<file path="src/rtl/l4fx_pkg.sv">
// Shared types and constants for the IPv4/IPv6 L4 header fact extractor.
// No dependencies.
package l4fx_pkg;

    localparam int MAX_EXT_HEADERS = 8;
    localparam int MAX_PACKET_BYTES = 65536;
    localparam int POS_W = $clog2(MAX_PACKET_BYTES);
    localparam int START_W = POS_W + 1;
    localparam int HOP_W = $clog2(MAX_EXT_HEADERS + 1);
    localparam int NUM_KINDS = 15;
    localparam int NUM_SCALARS = 9;

    localparam logic [15:0] ETH_IPV4 = 16'h0800;
    localparam logic [15:0] ETH_IPV6 = 16'h86DD;

    localparam logic [7:0] NH_HOP = 8'd0;
    localparam logic [7:0] NH_ICMP = 8'd1;
    localparam logic [7:0] NH_TCP = 8'd6;
    localparam logic [7:0] NH_UDP = 8'd17;
    localparam logic [7:0] NH_ROUTE = 8'd43;
    localparam logic [7:0] NH_FRAG = 8'd44;
    localparam logic [7:0] NH_ICMP6 = 8'd58;
    localparam logic [7:0] NH_DEST = 8'd60;
    localparam logic [7:0] NH_SCTP = 8'd132;
    localparam logic [7:0] NH_UDPLITE = 8'd136;

    localparam logic [3:0] KIND_FAMILY = 4'd0;
    localparam logic [3:0] KIND_PROTO = 4'd5;
    localparam logic [3:0] KIND_STATUS = 4'd14;

    localparam int SF_PROTO = 0;
    localparam int SF_TTL = 1;
    localparam int SF_DSCP = 2;
    localparam int SF_FRAG = 3;
    localparam int SF_SPORT = 4;
    localparam int SF_DPORT = 5;
    localparam int SF_FLAGS = 6;
    localparam int SF_ITYPE = 7;
    localparam int SF_ICODE = 8;

    typedef enum logic [8:0] {
        PH_IDLE  = 9'b000000001,
        PH_NONIP = 9'b000000010,
        PH_V4    = 9'b000000100,
        PH_V6    = 9'b000001000,
        PH_EXT   = 9'b000010000,
        PH_FRAG  = 9'b000100000,
        PH_L4    = 9'b001000000,
        PH_DONE  = 9'b010000000,
        PH_BAD   = 9'b100000000
    } t_phase;

    function automatic logic l4_known(input logic [7:0] p);
        return p == NH_TCP || p == NH_UDP || p == NH_UDPLITE || p == NH_SCTP ||
               p == NH_ICMP || p == NH_ICMP6;
    endfunction

endpackage

</file>
<file path="src/rtl/ip_l4_header_fact_extractor.sv">
// Top level of the IPv4/IPv6 L4 header fact extractor: byte parser and fact emitter.
// Depends on l4fx_pkg.
//
// Usage: packet beats enter on the input channel (i_in_valid / o_in_stall), one byte
// per beat, starting at the network header; i_first_byte marks the first beat and
// samples i_ether_type, i_last_byte marks the final beat. Every byte is parsed in the
// cycle it is accepted, so the block takes one beat per cycle. After the last beat
// the present facts leave on the output channel (o_out_valid / i_out_stall) in kind
// order, one per cycle, closed by a status fact with o_last_fact high; accepting that
// beat registers the pending set, and the first fact then loads the output register.
// A packet yields between 1 and 13 facts. While facts of the previous packet are still
// queued, a beat carrying i_first_byte is held off with o_in_stall; other beats keep
// flowing, so the only pause comes when a new packet starts before the emitter has
// drained, which the fact count sets. A stall on the output holds the current fact in
// the output register and pauses the emitter. Reset is synchronous, active low, and
// leaves the block idle with no facts pending; it waits for a first beat.
module ip_l4_header_fact_extractor (
    input  logic        i_clk,
    input  logic        i_rst_n,
    input  logic        i_in_valid,
    output logic        o_in_stall,
    input  logic [7:0]  i_packet_byte,
    input  logic        i_first_byte,
    input  logic        i_last_byte,
    input  logic [15:0] i_ether_type,
    output logic        o_out_valid,
    input  logic        i_out_stall,
    output logic [3:0]  o_fact_kind,
    output logic [63:0] o_fact_value,
    output logic        o_last_fact
);
    import l4fx_pkg::*;

    logic [POS_W-1:0]   r_bp, n_bp;
    t_phase             r_phase, n_phase;
    logic [START_W-1:0] r_hs, n_hs;
    logic [7:0]         r_nh, n_nh;
    logic [HOP_W-1:0]   r_hop, n_hop;
    logic [15:0]        r_et, n_et;
    logic [63:0]        r_aw [4];
    logic [63:0]        n_aw [4];
    logic [15:0]        r_sf [NUM_SCALARS];
    logic [15:0]        n_sf [NUM_SCALARS];
    logic [13:0]        r_mask, n_mask;
    logic [7:0]         r_head, n_head;
    logic [15:0]        r_frag, n_frag;
    logic [NUM_KINDS-1:0] r_pend;
    logic               r_bad;
    logic               n_bad;
    logic               r_out_valid;
    logic [3:0]         r_kind;
    logic [63:0]        r_value;
    logic               r_last;

    logic               in_acc;
    logic               do_parse;
    logic               emits;
    logic [POS_W-1:0]   pos;
    logic [START_W-1:0] rel;
    logic               rt_go;
    logic [7:0]         rt_nh;
    logic [START_W-1:0] rt_start;
    logic               l4_go;
    logic [7:0]         l4_nh;
    logic [START_W-1:0] l4_start;
    logic [1:0]         aw_idx;
    logic               out_adv;
    logic [3:0]         sel;
    logic [63:0]        sel_value;

    assign o_in_stall = (|r_pend) && i_first_byte;
    assign in_acc = i_in_valid && !o_in_stall;
    assign out_adv = !r_out_valid || !i_out_stall;

    always_comb begin
        n_bp = r_bp;
        n_phase = r_phase;
        n_hs = r_hs;
        n_nh = r_nh;
        n_hop = r_hop;
        n_et = r_et;
        n_aw = r_aw;
        n_sf = r_sf;
        n_mask = r_mask;
        n_head = r_head;
        n_frag = r_frag;
        do_parse = 1'b1;
        emits = 1'b0;
        rt_go = 1'b0;
        rt_nh = '0;
        rt_start = '0;
        l4_go = 1'b0;
        l4_nh = '0;
        l4_start = '0;
        rel = '0;
        pos = '0;
        aw_idx = '0;
        n_bad = 1'b0;

        if (i_first_byte) begin
            n_bp = '0;
            n_hs = '0;
            n_nh = '0;
            n_hop = '0;
            n_et = i_ether_type;
            for (int i = 0; i < 4; i++) begin
                n_aw[i] = '0;
            end
            for (int i = 0; i < NUM_SCALARS; i++) begin
                n_sf[i] = '0;
            end
            n_mask = '0;
            n_head = '0;
            n_frag = '0;
            n_phase = (i_ether_type == ETH_IPV4) ? PH_V4 :
                      (i_ether_type == ETH_IPV6) ? PH_V6 : PH_NONIP;
        end else if (r_phase == PH_IDLE) begin
            do_parse = 1'b0;
        end else if (r_bp == POS_W'(MAX_PACKET_BYTES - 1)) begin
            if (r_phase == PH_EXT || r_phase == PH_FRAG || r_phase == PH_L4) begin
                n_phase = PH_DONE;
            end
            do_parse = 1'b0;
        end else begin
            n_bp = r_bp + POS_W'(1);
        end
        emits = i_last_byte && (i_first_byte || r_phase != PH_IDLE);

        pos = n_bp;
        rel = START_W'(pos) - n_hs;
        aw_idx = 2'((pos - POS_W'(8)) >> 3);

        if (do_parse) begin
            case (n_phase)
                PH_V4: begin
                    if (pos == 0) n_head = i_packet_byte;
                    else if (pos == 1) n_sf[SF_DSCP] = {10'd0, i_packet_byte[7:2]};
                    else if (pos == 6) n_frag = {i_packet_byte, 8'd0};
                    else if (pos == 7) n_frag = {n_frag[15:8], i_packet_byte};
                    else if (pos == 8) n_sf[SF_TTL] = {8'd0, i_packet_byte};
                    else if (pos == 9) n_sf[SF_PROTO] = {8'd0, i_packet_byte};
                    else if (pos >= 12 && pos <= 15) n_aw[1] = {n_aw[1][55:0], i_packet_byte};
                    else if (pos >= 16 && pos <= 19) n_aw[3] = {n_aw[3][55:0], i_packet_byte};
                    if (pos == 19) begin
                        if (n_head[7:4] != 4'd4 || n_head[3:0] < 4'd5) begin
                            n_phase = PH_BAD;
                        end else begin
                            n_mask[8:0] = 9'h1ff;
                            n_sf[SF_FRAG] = {15'd0, n_frag[13:0] != 14'd0};
                            if (n_frag[12:0] == 13'd0) begin
                                l4_go = 1'b1;
                                l4_nh = n_sf[SF_PROTO][7:0];
                                l4_start = START_W'({n_head[3:0], 2'b00});
                            end else begin
                                n_phase = PH_DONE;
                            end
                        end
                    end
                end
                PH_V6: begin
                    if (pos == 0) n_head = i_packet_byte;
                    else if (pos == 1) n_sf[SF_DSCP] = {10'd0, n_head[3:0], i_packet_byte[7:6]};
                    else if (pos == 6) n_nh = i_packet_byte;
                    else if (pos == 7) n_sf[SF_TTL] = {8'd0, i_packet_byte};
                    else if (pos >= 8 && pos <= 39) begin
                        n_aw[aw_idx] = {n_aw[aw_idx][55:0], i_packet_byte};
                    end
                    if (pos == 39) begin
                        if (n_head[7:4] != 4'd6) begin
                            n_phase = PH_BAD;
                        end else begin
                            n_mask[4:0] = 5'h1f;
                            n_mask[6] = 1'b1;
                            n_mask[7] = 1'b1;
                            n_mask[8] = 1'b1;
                            n_sf[SF_FRAG] = '0;
                            rt_go = 1'b1;
                            rt_nh = n_nh;
                            rt_start = START_W'(40);
                        end
                    end
                end
                PH_EXT: begin
                    if (START_W'(pos) >= n_hs) begin
                        if (rel == 0) n_nh = i_packet_byte;
                        else if (rel == 1) begin
                            rt_go = 1'b1;
                            rt_nh = n_nh;
                            rt_start = n_hs + START_W'({({1'b0, i_packet_byte} + 9'd1), 3'b000});
                        end
                    end
                end
                PH_FRAG: begin
                    if (START_W'(pos) >= n_hs) begin
                        if (rel == 0) n_nh = i_packet_byte;
                        else if (rel == 2) n_frag = {i_packet_byte, 8'd0};
                        else if (rel == 3) n_frag = {n_frag[15:8], i_packet_byte};
                        else if (rel == 7) begin
                            n_sf[SF_FRAG] = 16'd1;
                            n_mask[8] = 1'b1;
                            if ((n_frag & 16'hfff8) != 16'd0) begin
                                n_phase = PH_DONE;
                            end else begin
                                rt_go = 1'b1;
                                rt_nh = n_nh;
                                rt_start = n_hs + START_W'(8);
                            end
                        end
                    end
                end
                PH_L4: begin
                    if (START_W'(pos) >= n_hs) begin
                        if (n_nh == NH_ICMP || n_nh == NH_ICMP6) begin
                            if (rel == 0) n_sf[SF_ITYPE] = {8'd0, i_packet_byte};
                            if (rel == 1) n_sf[SF_ICODE] = {8'd0, i_packet_byte};
                            if (rel == 7) begin
                                n_mask[12] = 1'b1;
                                n_mask[13] = 1'b1;
                                n_phase = PH_DONE;
                            end
                        end else begin
                            if (rel < 2) n_sf[SF_SPORT] = {n_sf[SF_SPORT][7:0], i_packet_byte};
                            else if (rel < 4) n_sf[SF_DPORT] = {n_sf[SF_DPORT][7:0], i_packet_byte};
                            if (n_nh == NH_TCP && rel == 13) n_sf[SF_FLAGS] = {8'd0, i_packet_byte};
                            if ((n_nh == NH_TCP && rel == 19) ||
                                ((n_nh == NH_UDP || n_nh == NH_UDPLITE) && rel == 7) ||
                                (n_nh == NH_SCTP && rel == 11)) begin
                                n_mask[9] = 1'b1;
                                n_mask[10] = 1'b1;
                                if (n_nh == NH_TCP) n_mask[11] = 1'b1;
                                n_phase = PH_DONE;
                            end
                        end
                    end
                end
                default: begin
                end
            endcase
        end

        if (rt_go) begin
            if (n_hop >= HOP_W'(MAX_EXT_HEADERS)) begin
                n_phase = PH_DONE;
            end else begin
                n_hop = n_hop + HOP_W'(1);
                n_nh = rt_nh;
                n_hs = rt_start;
                if (rt_nh == NH_HOP || rt_nh == NH_ROUTE || rt_nh == NH_DEST) begin
                    n_phase = PH_EXT;
                end else if (rt_nh == NH_FRAG) begin
                    n_phase = PH_FRAG;
                end else begin
                    n_sf[SF_PROTO] = {8'd0, rt_nh};
                    n_mask[5] = 1'b1;
                    l4_go = 1'b1;
                    l4_nh = rt_nh;
                    l4_start = rt_start;
                end
            end
        end
        if (l4_go) begin
            n_nh = l4_nh;
            n_hs = l4_start;
            n_phase = l4_known(l4_nh) ? PH_L4 : PH_DONE;
        end

        if (emits) begin
            n_bad = n_phase == PH_V4 || n_phase == PH_V6 || n_phase == PH_BAD;
            n_phase = PH_IDLE;
        end
    end

    always_comb begin
        sel = KIND_STATUS;
        for (int k = NUM_KINDS - 1; k >= 0; k--) begin
            if (r_pend[k]) sel = 4'(k);
        end
        if (sel == KIND_FAMILY) begin
            sel_value = (r_et == ETH_IPV4) ? 64'd4 : 64'd6;
        end else if (sel < KIND_PROTO) begin
            sel_value = r_aw[2'(sel - 4'd1)];
        end else if (sel < KIND_STATUS) begin
            sel_value = {48'd0, r_sf[4'(sel - KIND_PROTO)]};
        end else begin
            sel_value = {63'd0, r_bad};
        end
    end

    always_ff @(posedge i_clk) begin
        if (in_acc) begin
            r_hs <= n_hs;
            r_nh <= n_nh;
            r_et <= n_et;
            r_aw <= n_aw;
            r_sf <= n_sf;
            r_head <= n_head;
            r_frag <= n_frag;
        end
        if (out_adv && (|r_pend)) begin
            r_kind <= sel;
            r_value <= sel_value;
            r_last <= sel == KIND_STATUS;
        end
        if (!i_rst_n) begin
            r_bp <= '0;
            r_phase <= PH_IDLE;
            r_hop <= '0;
            r_mask <= '0;
            r_pend <= '0;
            r_bad <= 1'b0;
            r_out_valid <= 1'b0;
        end else begin
            if (in_acc) begin
                r_bp <= n_bp;
                r_phase <= n_phase;
                r_hop <= n_hop;
                r_mask <= n_mask;
            end
            if (out_adv) begin
                r_out_valid <= |r_pend;
            end
            if (in_acc && emits) begin
                r_pend <= {1'b1, n_mask};
                r_bad <= n_bad;
            end else if (out_adv && (|r_pend)) begin
                r_pend[sel] <= 1'b0;
            end
        end
    end

    assign o_out_valid = r_out_valid;
    assign o_fact_kind = r_kind;
    assign o_fact_value = r_value;
    assign o_last_fact = r_last;

    a_last_is_status: assert property (@(posedge i_clk) disable iff (!i_rst_n)
        (r_out_valid && r_last) |-> (r_kind == KIND_STATUS))
        else $error("closing fact is not a status fact");

    a_pend_has_status: assert property (@(posedge i_clk) disable iff (!i_rst_n)
        (|r_pend) |-> r_pend[KIND_STATUS])
        else $error("pending facts without a status fact");

    a_hop_bound: assert property (@(posedge i_clk) disable iff (!i_rst_n)
        r_hop <= HOP_W'(MAX_EXT_HEADERS))
        else $error("extension header count out of range");

endmodule

</file>
<file path="config.mk">
export PLATFORM = sky130hd
export DESIGN_NAME = ip_l4_header_fact_extractor
export DESIGN_NICKNAME = d
export VERILOG_FILES = /design/src/rtl/l4fx_pkg.sv /design/src/rtl/ip_l4_header_fact_extractor.sv
export SDC_FILE = /design/constraint.sdc
export NUM_CORES = 2
export LEC_CHECK = 0
export BUFFER_PORTS_ARGS = -buffer_cell sky130_fd_sc_hd__buf_4
export CAP_MARGIN = 20
export CORE_MARGIN = 3
export CORE_UTILIZATION = 56
export DETAILED_ROUTE_END_ITERATION = 12
export GPL_ROUTABILITY_DRIVEN = 1
export PLACE_DENSITY = 0.83
export SLEW_MARGIN = 40
export SYNTH_ARGS = -nofsm -noshare
export SYNTH_HDL_FRONTEND = slang
export SYNTH_SLANG_ARGS = --single-unit
</file>
<file path="constraint.sdc">
create_clock -name i_clk -period 15.7 [get_ports i_clk]
set_input_delay 0.785 -clock i_clk [delete_from_list [all_inputs] [get_ports i_clk]]
set_output_delay 0.785 -clock i_clk [all_outputs]
set_load 0.05 [all_outputs]
</file>
==> results.yml <==
global_route:
  antenna_found_initial: 10
  first_global_vias: 31100
  grt_use_met1_pct: 46.2
  use_met3_pct: 9.86
  track_usage_pct: 34.3
  grt_max_degree: 107
  top_usage_layer: "met2"
  met2_usage_pct: 50.7
  grt_pass1_wl_mm: 186
  overflow: 0
final_layout:
  layout.nets: 3742
  seq_area_sq_mm: 0.0172
  syn_to_final_growth_pct: 10.0
  nFillCells: 5095
  drive_gt1_share_pct: 14.3
  multi_input_area_sq_mm: 0.0185
  final_cell_mix: "nand2_1, edfxtp_1, a21oi_1, nor2_1, o21ai_0"
  final_common_cell: "nand2_1"
  layoutNonFillerInstCount: 4586
setup_path:
  path_max_fanout: 17
  rr_endpoint: "r_sf[136]"
  required_ns: 16.09
  crit_type: "flip-flop to flip-flop"
  r2r-start: "r_bp[3]"
  end_kind: "flip-flop"
  startpoint_type: "flip-flop"
  arrival_ns: 8.46
  regToRegSetupSlack_ns: 7.63
  rr_worst_depth: 22
die:
  ioPinCount: 101
  dieArea_sq_mm: 0.0688
  std_cell_rows: 93
  die_x_um: 262
  die_h_um: 262
  core_sq_mm: 0.0647
  start_util_pct: 56.8
clock_network:
  clock-root-buffer: "clkbuf_16"
  h-tree-depth: 3
  cts.reportedPaths.clkPinSlew_ns: 0.06
  cts_resized: 0
  clock_latency_ns: 0.64
  cts_tree: "built"
  cts_setup_buffers: 0
  cts_buffers: 67
  cts_buffer_depth: 3
  clock_sinks: 594
  cts_hold_buf: 0
sta:
  fin_skew_ns: 0.0369
  max_slew_margin_pct: 35.9
  fin_crit_ns: 8.07
  rsz0062_at_grt: "false"
  worstMarginPinSlew_ns: 0.953
  setup_tns_ns: 0
  hold_viol: 0
  slew_violations: 0
  period_share_pct: 51.4
  timing.hold.ws_ns: 0.348
  fmax_mhz: 124
  setup_viol: 0
route:
  route.detailed.drc: 0
  vias: 33100
  ant_nets: 0
  wl_mm: 123
  wire_per_inst_um: 26.7
  drt-initial-drc-count: 5662
  drtPass1Iterations: 7
  routed_via_density: 7.21
hold_path:
  min_path_type: "primary input to flip-flop"
  min-delay-start: "i_ether_type[8]"
  holdPathStages: 1
  whs_endpoint: "r_et[8]"
yosys:
  synth_cell_type_count: 110
  synth_area_leaders: "edfxtp_1, mux4_2, nand2_1"
  yosys.area.top_type: "edfxtp_1"
  yosys-mux-area-fraction_pct: 11.6
  synth_edf_count: 534
  synthCells: 3695
  synth_seq_cells: 594
  synth_top_family_by_area: "simple AND/OR/NAND/NOR gates"
  synth_top_area_share_pct: 43.6
  syn_avg_cell_area_sq_um: 9.95
  synthesis.nets: 3761
  synth_xor_area_share_pct: 0.895
  synth_area_sq_mm: 0.0368
  synthFlopType: "edfxtp_1"
  async_flop_share_pct: 0
  synth-seq-area-share_pct: 46.9
  synthAdderAreaFrac_pct: 1.27
  yosys_warnings: 0
  synthSimpleGateAreaFrac_pct: 18.9
  synth_compound_area_share_pct: 17.1
pwr:
  power.share.combinational_pct: 27.7
  ir_drop_uv: 71.4
  power.density_mw_per_mm2: 126
  power.switching_mw: 1.75
  swShare_pct: 34.3
  power.internal_mw: 3.35
  p_leak_nw: 14.5
  p_seq_share_pct: 42.7
  power_frac_clock_pct: 29.6
outcome:
  status: "finished clean"
placement:
  dp_hpwl_mm: 78.2
  gp_congestion: 1.02
  portBuffers: 100
  place_inst: 4461
run:
  maxCapViolCount: 0
==> worst max path at each step <==
stage,start,end,slack [ns],cells after the start
2_1_floorplan,i_first_byte,r_mask[0],0.1,11
3_3_place_gp,r_bp[3],r_sf[75],8.17,22
3_5_place_dp,r_phase[4],r_sf[30],7.85,21
4_1_cts,r_phase[4],r_sf[31],7.84,21
5_1_grt,r_phase[4],r_sf[142],7.11,21
6_report,r_bp[3],r_sf[136],7.63,22
==> worst max-delay path, stage by stage, from the launching register on <==
cell	delay [ns]
dfxtp_1	0.57
nand4_2	0.30
nor4_4	0.27
buf_4	0.26
o21ai_0	0.15
a21oi_2	0.52
clkinv_1	0.47
ha_1	0.33
inv_1	0.07
fa_1	0.20
a21oi_1	0.12
o21ai_0	0.33
o211ai_2	0.15
o31a_2	0.43
a2111oi_4	0.38
o2111ai_1	0.15
a2111o_1	0.60
or4b_4	0.63
a21oi_2	0.64
o211a_1	0.34
nand2_1	0.25
and3_1	0.41
and2_1	0.22
==> flip-flops by register name, indices dropped and copies added, names as in the netlist, 14 cells and up <==
name,count
o_fact_value,64
r_aw,256
r_bp,16
r_et,16
r_frag,16
r_hs,17
r_mask,14
r_pend,15
r_sf,144
==> synth_stat cells, drive strengths merged, types with 54 or more instances <==
master / number
and2: 125
buf: 54
dfxtp: 60
a21oi: 347
o21ai: 249
clkbuf: 200
a22oi: 58
nor2: 280
edfxtp: 534
inv: 62
nand3: 97
mux4: 152
nand2: 702
==> kinds of logic after synthesis <==
logic type / after synthesis
AND/OR/NAND/NOR: 1486
flip-flops: 594
adder cells (fa/ha/maj): 36
multiplexers: 232
buffers and inverters: 319
XOR/XNOR: 36
AO/OA/AOI/OAI: 992
==> per-stage QoR <==
stage	area (sq um)	total power, mW	util [%]	worst slack [ns]
2_1_floorplan	36800	3.19	-	0.0959
3_3_place_gp	38200	3.53	59.0	8.17
3_5_place_dp	38300	3.56	59.2	7.85
4_1_cts	40300	5.06	62.4	7.84
5_1_grt	40400	5.25	62.5	7.11
6_report	40400	5.10	62.5	7.63
==> metal layers <==
layer / vias up / routed length, um
met5: - / 65
met4: 10 / 6760
met3: 542 / 18400
met2: 2960 / 53700
met1: 15700 / 43700
li1: 13900 / -
==> cell type report <==
class                   instances  area share (%)
inverters                      65           0.640
well taps                     855            2.64
multi-input cells            2782            45.7
diodes                          7          0.0433
flip-flops and latches        594            42.6
clock inverters                31           0.538
repair buffers                166            3.32
clock buffers                  86            4.48
==> power by group through the flow <==
stage | Sequential, mW | Clock [mW] | Combinational (mW)
6_report | 2.18 | 1.51 | 1.41
3_5_place_dp | 2.19 | 0 | 1.37
4_1_cts | 2.17 | 1.51 | 1.38
5_1_grt | 2.19 | 1.57 | 1.48
3_3_place_gp | 2.19 | 0 | 1.34
2_1_floorplan | 2.44 | 0 | 0.753
No activity file was read; power rests on OpenSTA's default activity.
